File: src/rtl/core/scft_pkg.sv
`timescale 1ns / 1ps
`default_nettype none

package scft_pkg;

   typedef logic [1:0] chan_type;

   localparam chan_type CHAN_RED   = 2'd0;
   localparam chan_type CHAN_GREEN = 2'd1;
   localparam chan_type CHAN_BLUE  = 2'd2;

   typedef struct packed {
      logic [31:0] last_tick;
      logic        linear;
      logic [31:0] fade_end;
      logic [31:0] fade_start;
      logic [23:0] shown;
      logic [23:0] goal;
      logic [23:0] start;
   } rec_type;

   typedef struct packed {
      logic [7:0]  mag;
      logic [31:0] elapsed;
      logic [31:0] span;
   } div_req_type;

   function automatic logic [7:0] chan_get(input logic [23:0] colour, input chan_type sel);
      logic [7:0] v;
      case (sel)
         CHAN_RED:   v = colour[23:16];
         CHAN_GREEN: v = colour[15:8];
         default:    v = colour[7:0];
      endcase
      return v;
   endfunction

   function automatic logic [23:0] chan_put(input logic [23:0] colour, input chan_type sel,
                                            input logic [7:0] v);
      logic [23:0] c;
      c = colour;
      case (sel)
         CHAN_RED:   c[23:16] = v;
         CHAN_GREEN: c[15:8]  = v;
         default:    c[7:0]   = v;
      endcase
      return c;
   endfunction

endpackage

`default_nettype wire

File: src/rtl/core/scft_div.sv
`timescale 1ns / 1ps
`default_nettype none

module scft_div (
   input  wire logic                  clock,
   input  wire logic                  reset,
   input  wire logic                  start,
   input  wire scft_pkg::div_req_type req,
   output      logic                  done,
   output      logic [7:0]            quot
);
   import scft_pkg::*;

   localparam logic [3:0] CNT_MUL = 4'd9;

   div_req_type op_ff;
   logic [3:0]  cnt_ff;
   logic        done_ff;
   logic [39:0] rem_ff;
   logic [39:0] dsr_ff;
   logic [7:0]  quot_ff;
   logic        ge;

   assign ge = (rem_ff >= dsr_ff);

   always_ff @(posedge clock) begin
      if (reset) begin
         cnt_ff  <= '0;
         done_ff <= 1'b0;
      end else begin
         done_ff <= 1'b0;
         if (start) begin
            cnt_ff <= CNT_MUL;
         end else if (cnt_ff != 4'd0) begin
            cnt_ff <= cnt_ff - 4'd1;
            if (cnt_ff == 4'd1) begin
               done_ff <= 1'b1;
            end
         end
      end
   end

   always_ff @(posedge clock) begin
      if (start) begin
         op_ff   <= req;
         quot_ff <= '0;
      end else if (cnt_ff == CNT_MUL) begin
         rem_ff <= {8'd0, op_ff.elapsed} * {32'd0, op_ff.mag};
         dsr_ff <= {1'b0, op_ff.span, 7'd0};
      end else if (cnt_ff != 4'd0) begin
         if (ge) begin
            rem_ff <= rem_ff - dsr_ff;
         end
         quot_ff <= {quot_ff[6:0], ge};
         dsr_ff  <= {1'b0, dsr_ff[39:1]};
      end
   end

   assign done = done_ff;
   assign quot = quot_ff;

endmodule

`default_nettype wire

File: config.mk
export PLATFORM = sky130hd
export DESIGN_NAME = scft_div
export DESIGN_NICKNAME = d
export VERILOG_FILES = /design/src/rtl/core/scft_pkg.sv /design/src/rtl/core/scft_div.sv
export SDC_FILE = /design/constraint.sdc
export NUM_CORES = 1
export LEC_CHECK = 0
export BUFFER_PORTS_ARGS = -buffer_cell sky130_fd_sc_hd__buf_2
export CORE_ASPECT_RATIO = 1.1
export CORE_MARGIN = 5
export CORE_UTILIZATION = 45
export DETAILED_ROUTE_END_ITERATION = 6
export SKIP_CTS_REPAIR_TIMING = 1
export SLEW_MARGIN = 20
export SYNTH_ARGS = -nofsm -noshare
export SYNTH_HDL_FRONTEND = slang
export SYNTH_SLANG_ARGS = --single-unit
File: constraint.sdc
create_clock -name clock -period 12.45 [get_ports clock]
set_clock_uncertainty 0.2 [all_clocks]
set_input_delay 1.8675 -clock clock [delete_from_list [all_inputs] [get_ports clock]]
set_output_delay 1.8675 -clock clock [all_outputs]
set_load 0.05 [all_outputs]
# Word-level counts from Yosys, hierarchy flattened
# Index checks and enable logic that the tools add are counted.
[classes]
add_sub_neg = 2
mul = 1
n_lt_le_gt_ge = 1
eq_ne = 2
mux = 8
n_bitwise = 3
n_reduce_logical = 9
[ops]
columns = ["operator", "count"]
rows = [
  ["two-way mux 40 bit", 3],
  ["two-way mux 39 bit", 2],
  ["greater-or-equal comparator 40 x 39 -> 1 bit", 1],
  ["multiplier 32 x 8 -> 40 bit", 1],
  ["subtractor 40 x 39 -> 40 bit", 1],
  ["two-way mux 4 bit", 2],
  ["nonzero test 2 bit", 3],
  ["== test 4 x 1 -> 1 bit, second input constant", 1],
  ["== test 4 bit, second input constant", 1],
  ["AND reduction 2 bit", 2],
  ["nonzero test 4 bit", 1],
  ["subtractor 4 x 1 -> 4 bit, second input constant", 1],
  ["NOT 1 bit", 3],
  ["AND reduction 3 bit", 1],
  ["OR reduction 3 bit", 1],
  ["OR reduction 2 bit", 1],
  ["two-way mux 1 bit", 1],
]
[word_totals]
reg_bits = 164
wordCells = 36

# Logic depth before layout (Yosys ltp)
[depth]
depth_word = 4
ltp_mapped = 22
ltp_nobuf = 19

# Worst setup path after synthesis
# OpenSTA, ideal clock, no wires.
[synth_timing]
kind = "flip-flop to flip-flop"
start = "register dsr_ff[0]"
end = "register rem_ff[0] (enable)"
setup_time_ns = 0.511
t_arrival_ns = 5.327
setup_slack_ns = 6.412
path_stages_with_launch = 11
path_buffers = 0
cell_sequence = "edfxtp_1 -> ha_1 -> fa_1 -> nand2b_1 -> a21oi_1 -> a31oi_1 -> o21ai_1 -> a21oi_1 -> o21ai_1 -> a41oi_1 -> a311oi_1"
[synth_between]
elab_chain_cells = 3
[synth_lines]
columns = ["item", "line", "text"]
rows = [
  ["from (decl)", "scft_div.sv:20", "logic [39:0] dsr_ff;"],
  ["from (signal assigned)", "scft_div.sv:49", "dsr_ff <= {1'b0, op_ff.span, 7'd0};"],
  ["from (signal assigned)", "scft_div.sv:55", "dsr_ff <= {1'b0, dsr_ff[39:1]};"],
  ["greater-or-equal comparator 40 x 39 -> 1 bit", "scft_div.sv:24", "assign ge = (rem_ff >= dsr_ff);"],
  ["nonzero test 2 bit (no line)", "--", ""],
  ["AND reduction 3 bit (no line)", "--", ""],
  ["to (signal assigned)", "scft_div.sv:48", "rem_ff <= {8'd0, op_ff.elapsed} * {32'd0, op_ff.mag};"],
  ["to (signal assigned)", "scft_div.sv:52", "rem_ff <= rem_ff - dsr_ff;"],
  ["to (decl)", "scft_div.sv:19", "logic [39:0] rem_ff;"],
]
# Every way passes these cells.
# A chain may end at the register's enable or synchronous reset.

# Worst setup path after layout
[layout_timing]
start = "register op_ff[67] in the netlist's numbering"
end = "register rem_ff[39] (data pin)"
[layout_between]
elab_chain_cells = 2
[layout_lines]
columns = ["item", "line", "text"]
rows = [
  ["from (decl)", "scft_div.sv:16", "div_req_type op_ff;"],
  ["from (signal assigned)", "scft_div.sv:45", "op_ff <= req;"],
  ["multiplier 32 x 8 -> 40 bit", "scft_div.sv:48", ""],
  ["two-way mux 40 bit", "scft_div.sv:47", "end else if (cnt_ff == CNT_MUL) begin"],
]
# Every way passes these cells.

==> results.json <==
{
  "clock_latency_ns": 0.46,
  "core-area_um2": 35900,
  "postRouteAntennaNets": 0,
  "wl_per_cell_um": 16.43,
  "syn_to_final_growth_pct": 9.080,
  "synth.avg_cell_area_um2": 9.732,
  "grt-ovfl-total": 0,
  "cp_top_family": "adder cells",
  "timing.slew.headroom": 0.2579,
  "whs_endpoint": "quot[7]",
  "drt_wl_total_um": 36220,
  "cts_tree": "done",
  "cts_root_buf": "clkbuf_16",
  "fmax_mhz": 158.5,
  "antenna_found_initial": 0,
  "drt_iter0_markers": 734,
  "grt_pass1_wl_um": 60990,
  "ir_drop_mv": 0.1733,
  "synth-main-ff-cell": "edfxtp_1",
  "crit_start": "op_ff[67]",
  "numClockSinks": 164,
  "numCtsBuffers": 17,
  "max_cap_viol_count": 0,
  "row_count": 73,
  "syn_area_um2": 16200,
  "required_ns": 12.45,
  "cpMostUsedCell": "fa_1",
  "status": "complete, no violations",
  "synth_nets": 2022,
  "r2r-start": "op_ff[67]",
  "regToRegSetupSlack_ns": 6.14,
  "dr_total_vias": 11520,
  "finalHoldViolations": 0,
  "cp.buffers_inverters": 2,
  "r2r-end": "rem_ff[39]",
  "grt_max_degree": 107,
  "hold_path_depth": 2,
  "synth_seq_cells": 164,
  "tns_ns": 0,
  "synth_cells": 1665,
  "cellPowerDensity_nw_per_um2": 262.8,
  "antenna_cells": 0,
  "firstDrtPassIters": 5,
  "hold_class": "register to register",
  "synth_edf_count": 151,
  "startpoint_type": "register",
  "period_share": 0.5069,
  "min_period_ns": 6.311,
  "port_buffers": 83,
  "drv_slew": 0,
  "worst_slew_pin_slew_ns": 1.113,
  "grt_pass1_vias": 12010,
  "ys_seq_area_frac": 0.2959,
  "die_area_um2": 39910,
  "yosys_warnings": 0,
  "cp-end-kind": "register",
  "drive_gt1_frac": 0.07863,
  "ys_types": 68,
  "gp_congestion": 0.9001,
  "h-tree-depth": 4,
  "p_leak_nw": 7.804,
  "crit_type": "register to register",
  "clockBufferDepth": 2,
  "cp_slowest_cell": "edfxtp_1",
  "cts.reportedPaths.clkPinSlew_ns": 0.07,
  "reg2regPathDepth": 17,
  "dpl.cell_count": 2171,
  "min_from": "quot[7]",
  "dpl.hpwl_um": 27310,
  "cp_max_fo": 32,
  "via_per_inst": 5.225,
  "ios": 84,
  "path_cells": "and2_1, fa_1, fa_1, fa_1, inv_1, fa_1, inv_1, ha_1, nand4_1, nor2_1, o31a_1, o21bai_1, and3_1, o41ai_1, a31oi_2, mux2i_1, or3_1",
  "start_util": 0.4514,
  "instances_no_fill": 2204,
  "die_h_um": 209.0,
  "setup_viol_count_final": 0,
  "arrival_ns": 6.31,
  "synthArstFlopShare": 0,
  "die_w_um": 190.9,
  "grt_use_total": 0.1897,
  "slowest_delay_ns": 1.07,
  "layout.nets": 2061,
  "route.detailed.drc": 0,
  "rsz0062_at_grt": "false"
}
layout make-up:
type,instances,area [µm²]
fill,3397,18220
clock buffer,17,425.4
multi-input combinational,1211,10340
tap,487,609.3
clock inverter,15,156.4
inverter,219,822.0
sequential,164,4795
timing repair buffer,91,530.5
worst register-to-register path, cell delays in order (launching register included):
cell	delay, ns
edfxtp_1	1.07
and2_1	0.28
fa_1	0.45
fa_1	0.52
fa_1	0.51
inv_1	0.05
fa_1	0.47
inv_1	0.05
ha_1	0.38
nand4_1	0.18
nor2_1	0.14
o31a_1	0.18
o21bai_1	0.09
and3_1	0.23
o41ai_1	0.57
a31oi_2	0.20
mux2i_1	0.14
or3_1	0.34
cells by family (layout without fill, tap and decap cells):
group | Yosys count | after routing | share of synthesized area
fa+ha+maj | 282 | 282 | 0.3016
buf+inv | 290 | 342 | 0.06787
flops | 164 | 164 | 0.2959
xor+xnor | 59 | 59 | 0.03189
mux | 12 | 12 | 0.007413
compound gates | 311 | 311 | 0.1225
simple gates | 547 | 547 | 0.1728
layout by cell type (no fill, tap or decap), drive strengths merged, types with 4 or more instances in the layout:
master | netlist | final
a21oi | 101 | 101
xor2 | 29 | 29
edfxtp | 151 | 151
clkinv | 0 | 7
nand2b | 8 | 8
o31ai | 5 | 5
o21bai | 15 | 15
nand4 | 16 | 16
and2 | 208 | 208
or3 | 6 | 6
o21a | 11 | 11
mux2i | 12 | 12
inv | 219 | 223
and4 | 4 | 4
o21ai | 77 | 77
nand2 | 160 | 160
dfxtp | 13 | 13
nor2 | 77 | 77
o311ai | 4 | 4
and3 | 12 | 12
nand3 | 25 | 25
a21o | 32 | 32
a31oi | 12 | 12
xnor2 | 30 | 30
nor2b | 6 | 6
a21boi | 4 | 4
ha | 101 | 101
fa | 181 | 181
a211oi | 13 | 13
o211ai | 5 | 5
buf | 9 | 91
nor3 | 17 | 17
clkbuf | 62 | 17
worst max path at each step:
| stage | end | cells after the start |
|---|---|---|
| 6_report | rem_ff[39] | 17 |
| 5_1_grt | rem_ff[36] | 17 |
| 4_1_cts | rem_ff[39] | 17 |
| 3_5_place_dp | rem_ff[39] | 17 |
| 3_3_place_gp | rem_ff[39] | 17 |
| 2_1_floorplan | rem_ff[0] | 10 |
flip-flops by register name, indices dropped and copies added (netlist names):
signal / flops
op_ff: 72
cnt_ff: 4
dsr_ff: 39
done: 1
quot: 8
rem_ff: 40
per-layer routing:
layer / GRT usage / vias to the layer above / share of wire
li1: - / 5619 / -
met1: 0.2705 / 5628 / 0.49
met2: 0.2976 / 233 / 0.45
met3: 0.03625 / 37 / 0.045
met4: 0.05301 / 0 / 0.017
met5: 0 / - / 0
stage by stage:
step | hold WS (ns) | util | instance area [µm²] | worst slack, ns | power (mW)
finish | 0.2572 | 0.4924 | 17680 | 6.139 | 4.646
detailed placement | 0.2508 | 0.4754 | 17070 | 6.134 | 4.091
CTS | 0.2617 | 0.4917 | 17650 | 6.115 | 4.663
global placement | 0.2423 | 0.4741 | 17020 | 6.246 | 4.045
global route | 0.2782 | 0.4924 | 17680 | 5.817 | 5.134
floorplan | 0.2867 | - | 16200 | 6.412 | 3.372
report_power, final:
group / internal, mW / switching [mW]
logic: 1.35 / 1.94
registers: 0.761 / 0.0661
clock network: 0.297 / 0.238
total: 2.40 / 2.24
synthesized netlist by cell type, drive strengths merged, types with 8 or more instances:
master	instances	area [µm²]
nand2	160	600.6
buf	9	45.04
inv	219	822.0
a211oi	13	97.59
nor2	77	289.0
and2	208	1301
xnor2	30	262.8
nor3	17	85.08
nand2b	8	50.05
and3	12	75.07
a31oi	12	81.33
ha	101	1264
edfxtp	151	4534
clkbuf	62	232.7
o21bai	15	112.6
mux2i	12	120.1
o21ai	77	385.4
a21oi	101	513.0
fa	181	3623
dfxtp	13	260.3
xor2	29	254.0
o21a	11	82.58
nand4	16	100.1
a21o	32	240.2
nand3	25	125.1
No activity file was read; power rests on OpenSTA's default activity.
