**src/rtl/core/scft_ram.sv**
```systemverilog
`timescale 1ns / 1ps
`default_nettype none

module scft_ram #(
   parameter int WIDTH = 8,
   parameter int DEPTH = 16
) (
   input  wire logic                                    clock,
   input  wire logic                                    we,
   input  wire logic [(DEPTH > 1 ? $clog2(DEPTH) : 1)-1:0] addr,
   input  wire logic [WIDTH-1:0]                        wdata,
   output      logic [WIDTH-1:0]                        rdata
);

   logic [WIDTH-1:0] mem_ff [DEPTH];
   logic [WIDTH-1:0] rdata_ff;

   always_ff @(posedge clock) begin
      if (we) begin
         mem_ff[addr] <= wdata;
      end
      rdata_ff <= mem_ff[addr];
   end

   assign rdata = rdata_ff;

endmodule

`default_nettype wire

```
**config.mk**
```make
export PLATFORM = sky130hd
export DESIGN_NAME = scft_ram
export DESIGN_NICKNAME = d
export VERILOG_FILES = /design/src/rtl/core/scft_ram.sv
export SDC_FILE = /design/constraint.sdc
export NUM_CORES = 1
export LEC_CHECK = 0
export BUFFER_PORTS_ARGS = -buffer_cell sky130_fd_sc_hd__buf_2
export CORE_UTILIZATION = 55
export DETAILED_ROUTE_END_ITERATION = 16
export PLACE_DENSITY = 0.73
export SLEW_MARGIN = 15
export SYNTH_ARGS = -nofsm -noshare
export SYNTH_HDL_FRONTEND = slang
export SYNTH_SLANG_ARGS = --single-unit
```
**constraint.sdc**
```tcl
create_clock -name clock -period 2.45 [get_ports clock]
set_input_delay 0 -clock clock [delete_from_list [all_inputs] [get_ports clock]]
set_output_delay 0 -clock clock [all_outputs]
set_load 0.01 [all_outputs]
```
=== Yosys cells after proc, flatten, opt, wreduce, memory -nomap -nowiden ===
Memories as Yosys holds them, arrays and structs flattened. A register that Yosys moved wholly into a read port is not among the register bits.
Cells that the tools add are included.

* Reduce and logical (&&, ||, !) cells: 0
* Multipliers: 0
* $add $sub $neg: 0
* Shift-type cells: 0
* Magnitude comparators: 0
* Eq/ne operators: 0
* Muxes and demuxes: 2
* Divide/modulo/power cells: 0
* Bitwise gates (word level): 0

{| class="wikitable"
|+ Operators with widths
! cell !! number
|-
| two-way mux 1 bit || 2
|}

* Latch bits: 0
* Output and inout port bits: 8
* Memory bits (writable): 128
* Memories: 1
* Input bits: 14
* Bits in read-only memories: 0
* Register bits after elaboration: 0

{| class="wikitable"
|+ Memories
! name !! depth !! bits a word !! rd ports !! clocked after memory_dff !! wr ports !! RTL line !! source
|-
| mem_ff || 16 || 8 || 1 || 1 || 1 || 15 || <nowiki>logic [WIDTH-1:0] mem_ff [DEPTH];</nowiki>
|}

=== Longest topological paths before layout ===
Gate-level depths: netlist of run 1.

* Depth after elaboration: 2
* Mapped depth: 5
* Mapped depth without buffers: 3

=== Worst setup path before layout of run 1 ===
No wires, ideal clock.

* Path type: input to register
* From: input port addr[2] (netlist name)
* To: memory mem_ff[0][0], enable pin
* Stages: 2
* Arrival time: 1.110 ns
* Buffers on the path: 0
* Slack: 0.957 ns
* Setup time: 0.383 ns
* Cells stage by stage: or3b_2 -> nor3_1

{| class="wikitable"
|+ RTL lines
! element !! RTL line !! source
|-
| from (decl) || 10 || <nowiki>input wire logic [(DEPTH > 1 ? $clog2(DEPTH) : 1)-1:0] addr,</nowiki>
|-
| to (decl) || 15 ||
|}

No word-level cell before the write port.

==> results.sh, run 1 <==
export IMPL_status="finished with violations"
export IMPL_violations="DRC"
export IMPL_critPathCaptureType="register"
export IMPL_cts_buffers=17
export IMPL_reg2reg_from="mem_ff[3][1]"
export IMPL_start_util_pct=57.54
export IMPL_std_cell_rows=34
export IMPL_setup_viol_count_final=0
export IMPL_seq_power_share_pct=48.0
export IMPL_arrival_ps=1780
export IMPL_p_per_area_nw_per_um2=902.5
export IMPL_clock_latency_ps=510
export IMPL_synth_top_family_by_area="multiplexers"
export IMPL_grt_pass1_wl_um=15100
export IMPL_p_leak_nw=2.005
export IMPL_synth_distinct_cells=18
export IMPL_grt_overflow=0
export IMPL_internal_power_mw=4.389
export IMPL_nNetsFinal=295
export IMPL_syn_area_um2=5067
export IMPL_viasPerCell=6.032
export IMPL_grt_setup_unrepaired="false"
export IMPL_synth_simple_area_share_pct=3.210
export IMPL_yosys_area_top_type_share_pct=75.85
export IMPL_reg2regPathDepth=3
export IMPL_p_comb_share_pct=4.6
export IMPL_gp_congestion=0.7590
export IMPL_synth_seq_area_share_pct=79.01
export IMPL_syn2layout_area_growth_pct=19.26
export IMPL_finalCritPeriodShare_pct=56.41
export IMPL_die_w_um=97.99
export IMPL_wirelength_um=9676
export IMPL_hpwlAfterDp_um=6079
export IMPL_antenna_cells=0
export IMPL_peakVddDrop_mv=0.5254
export IMPL_synthXorXnorAreaFrac_pct=0
export IMPL_synth_compound_area_share_pct=2.370
export IMPL_min_from="addr[2]"
export IMPL_finClkSkew_ps=5.990
export IMPL_syn_nets=244
export IMPL_ant_nets=0
export IMPL_synth_area_per_cell_um2=22.03
export IMPL_clkSlewWorstSetupHoldPaths_ps=60
export IMPL_cap_violations=0
export IMPL_synth_cells=230
export IMPL_cp_start_kind="register"
export IMPL_cp_max_fo=1
export IMPL_fin_total_pwr_mw=5.454
export IMPL_ys_warn_count=0
export IMPL_p_sw_mw=1.065
export IMPL_synth_area_leaders="edfxtp_1 (76%), mux4_2 (14%), dfxtp_1 (3.2%)"
export IMPL_r2r_end="rdata[1]"
export IMPL_max_freq_mhz=723.5
export IMPL_critPathRequiredTime_ps=2840
export IMPL_finalHoldViolCount=0
export IMPL_cts_buffer_depth=2
export IMPL_antenna_found_initial=0
export IMPL_min_path_cells=4
export IMPL_cts_tree="done"
export IMPL_wire_per_inst_um=24.07
export IMPL_fin_setup_tns_ps=0
export IMPL_clockRootBuffer="clkbuf_8"
export IMPL_synth_area_mux_share_pct=14.22
export IMPL_rrSetupSlack_ps=1070
export IMPL_dr_pass1_iters=10
export IMPL_grt_max_degree=28
export IMPL_worstHoldEndpoint="rdata[7]"
export IMPL_clockPowerShare_pct=47.4
export IMPL_core_um2=8806
export IMPL_synthAdderAreaFrac_pct=0
export IMPL_die_h_um=97.99
export IMPL_io_pins=22
export IMPL_vias=2425
export IMPL_critPathLaunch="mem_ff[3][1]"
export IMPL_period_needed_ps=1382
export IMPL_drive_gt1_share_pct=32.99
export IMPL_ys_seq_elements=136
export IMPL_grt_use_total_pct=22.83
export IMPL_yosysTopAreaCell="edfxtp_1"
export IMPL_cts_htree_levels=4
export IMPL_min_path_type="input pin to register"
export IMPL_swShare_pct=19.52
export IMPL_cts_setup_buffers=0
export IMPL_slew_headroom_pct=40.09
export IMPL_drv_slew=0
export IMPL_drc=4
export IMPL_worstSetupPathType="register to register"
export IMPL_portBuffers=21
export IMPL_clock_sinks=136
export IMPL_tightest_slew_ps=895.4
export IMPL_dr_first_iter_drc_count=261
export IMPL_grt_pass1_vias=2555
export IMPL_die_area_um2=9601
[synth_stat cells (all sizes together)]
library cell	instances
and2	1
nor2b	2
dfxtp	8
edfxtp	128
nand2b	2
nand3b	2
nand2	9
nand3	1
or3b	1
clkbuf	3
nor2	13
a22oi	16
buf	8
nor3	4
mux4	32
[power by group through the flow]
stage                     Sequential, mW  Clock (mW)  Combinational [mW]
after floorplan                     2.67           0               0.134
after global placement              2.66           0               0.238
after detailed placement            2.67           0               0.245
after CTS                           2.62        2.61               0.255
after global routing                2.62        2.72               0.274
final                               2.62        2.58               0.253
[timing repair]
action                    in CTS  in global routing
hold endpoints to repair     128                  0
hold buffers                   8                  0
resized for setup              0                  0
[worst max-delay path: stages, from the launching register on]
cell	delay, ps
edfxtp_1	370
mux4_2	470
a22oi_1	320
nand2_1	110
[kinds of logic after synthesis]
logic type             Yosys count
AND/OR/NAND/NOR                 35
multiplexers                    32
buffers and inverters           11
flip-flops                     136
AO/OA/AOI/OAI                   16
[stage by stage]
stage | hold WS [ps] | area [um^2] | setup WS [ps] | utilization (%) | instances
final | 124.4 | 6043 | 1068 | 68.63 | 402
after global routing | 147.4 | 6043 | 1002 | 68.63 | 402
after CTS | 96.65 | 6043 | 1059 | 68.63 | 402
after detailed placement | 397.5 | 5353 | 556.1 | 60.78 | 362
after global placement | 392.6 | 5353 | 598.0 | 60.78 | 362
after floorplan | 98.87 | 5067 | 957.0 | - | 230
[layout by cell type, fill, tap and decap left out, drive strengths merged]
cell         count
clkinvlp         5
dlygate4sd3      8
inv              1
a22oi           16
nor3             4
and2             1
buf             35
nor2            13
nor2b            2
or3b             1
edfxtp         128
mux4            32
nand2b           2
nand3            1
clkinv           1
clkbuf          21
dfxtp            8
nand2            9
nand3b           2
bufinv           4
[worst max path at each step]
stage	endpoint	slack (ps)	depth (start not counted)
global placement	mem_ff[11][0]	600	4
global route	mem_ff[11][6]	1000	4
detailed placement	mem_ff[15][5]	560	4
floorplan	mem_ff[0][0]	960	2
CTS	rdata[7]	1060	3
finish	rdata[1]	1070	3
[cell type report]
cell class              instances  area (um^2)
repair buffers                 43        290.3
clock inverters                11        171.4
fillers                       518         2763
multi-input cells              83         1003
well taps                     108        135.1
clock buffers                  21        439.2
flip-flops and latches        136         4004
[registers in the layout (all words and copies together), names as in the netlist]
register  flops
rdata         8
mem_ff      128
[layer usage]
metal / routed length, um / global-route usage [%]
met1: 4011 / 30.32
met2: 5012 / 36.13
met3: 557 / 6.156
met4: 95 / 9.790
met5: 0 / 0
Note: power is estimated with default switching activity, not from simulation.
==> run 2: changes to the inputs <==
- clock period: 2.45 -> 1.3 ns (I/O delays scaled with it)
==> run 2 against run 1 <==
  * The run still ends with DRC left
  * Sequential share of layout area fell by 2.7 points
  * Critical path depth did not move
  * Combinational power rose by 120%
  * Clock power rose by 71%
  * Sequential power rose by 89%
  * Clock skew rose by 1.7 ps
  * Cell area rose by 4.3%
  * Register-to-register slack got worse by 1000 ps
  * Utilization rose by 3.0 points
  * Non-clock buffer count rose by 28
  * Die area did not move
  * Count of clock-buffer cells in the layout fell by 2
  * Critical path type unchanged
  * Critical endpoint is now rdata[3]
==> results.sh, run 2 (synthesis gave the netlist of run 1 again) <==
export IMPL_reg2regPathDepth=3
export IMPL_syn2layout_area_growth_pct=24.40
export IMPL_ant_nets=0
export IMPL_cp_start_kind="register"
export IMPL_die_w_um=97.99
export IMPL_cap_violations=0
export IMPL_worstHoldEndpoint="rdata[2]"
export IMPL_drc=4
export IMPL_worst_slack_ps=34.12
export IMPL_io_pins=22
export IMPL_place_area_um2=5630
export IMPL_portBuffers=21
export IMPL_core_um2=8806
export IMPL_die_area_um2=9601
export IMPL_clock_latency_ps=520
export IMPL_dr_pass1_iters=10
export IMPL_finalHoldViolCount=0
export IMPL_top_register="mem_ff"
export IMPL_tightest_slew_ps=787.1
export IMPL_groute_layer_met1_usage_pct=30.64
export IMPL_p_leak_nw=2.145
export IMPL_fin_setup_tns_ps=0
export IMPL_min_from="addr[1]"
export IMPL_dp_slack_ps=-176.6
export IMPL_slowest_delay_ps=470
export IMPL_slew_headroom_pct=47.42
export IMPL_cts_htree_levels=4
export IMPL_finalCritPeriodShare_pct=97.38
export IMPL_grt_use_met3_pct=4.080
export IMPL_fin_total_pwr_mw=9.893
export IMPL_grt_max_degree=17
export IMPL_nNetsFinal=323
export IMPL_cp_max_fo=1
export IMPL_period_needed_ps=1266
export IMPL_peakVddDrop_mv=0.8488
export IMPL_arrival_ps=1660
export IMPL_grt_use_total_pct=22.94
export IMPL_critPathCaptureType="register"
export IMPL_path_cells="mux4_2, a22oi_2, nand2_1"
export IMPL_grt_pass1_vias=2674
export IMPL_grt_setup_unrepaired="true"
export IMPL_dr_first_iter_drc_count=191
export IMPL_vias=2507
export IMPL_reg2reg_from="mem_ff[0][3]"
export IMPL_finClkSkew_ps=7.666
export IMPL_utilization_pct=71.58
export IMPL_cts_setup_buffers=0
export IMPL_cts_tree="done"
export IMPL_use_met2_pct=37.22
export IMPL_violations="DRC"
export IMPL_r2r_end="rdata[3]"
export IMPL_cp_slowest_cell="mux4_2"
export IMPL_hpwlAfterDp_um=6614
export IMPL_cts_buffers=17
export IMPL_status="finished with violations"
export IMPL_p_per_area_nw_per_um2=1569
export IMPL_clock_sinks=136
export IMPL_clkSlewWorstSetupHoldPaths_ps=60
export IMPL_max_freq_mhz=790.0
export IMPL_min_path_type="input pin to register"
export IMPL_grt_pass1_wl_um=15480
export IMPL_worstSetupPathType="register to register"
export IMPL_die_h_um=97.99
export IMPL_rrSetupSlack_ps=30
export IMPL_min_path_cells=4
export IMPL_drive_gt1_share_pct=43.79
export IMPL_critPathRequiredTime_ps=1700
export IMPL_antenna_found_initial=0
export IMPL_largest_reg_flops=128
export IMPL_grt_overflow=0
export IMPL_antenna_cells=0
export IMPL_setup_viol_count_final=0
export IMPL_start_util_pct=57.54
export IMPL_final_area_um2=6304
export IMPL_wire_per_inst_um=22.59
export IMPL_clockRootBuffer="clkbuf_8"
export IMPL_wirelength_um=9714
export IMPL_drv_slew=0
export IMPL_layout_common_cells="edfxtp_1 (128), buf_4 (38), mux4_2 (32)"
export IMPL_cts_buffer_depth=2
export IMPL_top_usage_layer="met2"
export IMPL_gp_congestion=0.7524
export IMPL_std_cell_rows=34
export IMPL_viasPerCell=5.830
export IMPL_layout_commonest_cell="edfxtp_1"
==> run 2: area by class of cell <==
| type | instances | area, um^2 |
|---|---|---|
| timing repair buffer | 71 | 550.5 |
| clock buffer | 19 | 431.7 |
| multi-input combinational | 83 | 1061 |
| tap | 108 | 135.1 |
| clock inverter | 13 | 121.4 |
| fill | 525 | 2502 |
| sequential | 136 | 4004 |
==> run 2: how the worst max path moves through the flow <==
stage | start | endpoint | slack [ps] | cells after the start
2_1_floorplan | addr[1] | mem_ff[12][0] | -140 | 3
3_3_place_gp | addr[0] | rdata[1] | -150 | 5
3_5_place_dp | addr[0] | rdata[1] | -180 | 5
4_1_cts | mem_ff[0][0] | rdata[0] | 5 | 3
5_1_grt | mem_ff[0][0] | rdata[0] | -10 | 3
6_report | mem_ff[0][3] | rdata[3] | 30 | 3
==> run 2: per-layer routing <==
layer  wire length [um]  part of all wire, %  vias up
li1                   -                    -     1124
met1               4086                   42     1310
met2               5031                   52       57
met3                375                  3.9       16
met4                220                  2.3        0
met5                  0                    0        -
==> run 2: critical path: cells and delay by family (launching register included) <==
family	cells	cell delay (ps)
muxes	1	470
AOI/OAI and AO/OA	1	230
DFF	1	370
and+or+nand+nor	1	80
==> run 2: timing repair <==
action / 4_1_cts / 5_1_grt
cloned: 0 / 0
pin swaps: 0 / 4
hold buffers: 8 / 0
endpoints found under the hold margin: 128 / 0
gates resized for setup: 1 / 7
endpoints found under the setup margin: 1 / 7
==> run 2: per-stage QoR <==
| step | std cells | hold WS, ps |
|---|---|---|
| final | 430 | 76.79 |
| after detailed placement | 390 | 397.2 |
| after floorplan | 230 | 98.87 |
| after CTS | 430 | 85.74 |
| after global routing | 430 | 119.2 |
| after global placement | 390 | 389.2 |
==> run 2: where the power goes <==
| group | leakage [nW] | switching [mW] | total [mW] | internal [mW] |
|---|---|---|---|---|
| Clock | 0.257 | 1.81 | 4.41 | 2.60 |
| Sequential | 1.22 | 0.0336 | 4.94 | 4.90 |
| Combinational | 0.664 | 0.294 | 0.551 | 0.257 |
| Total | 2.15 | 2.13 | 9.89 | 7.76 |
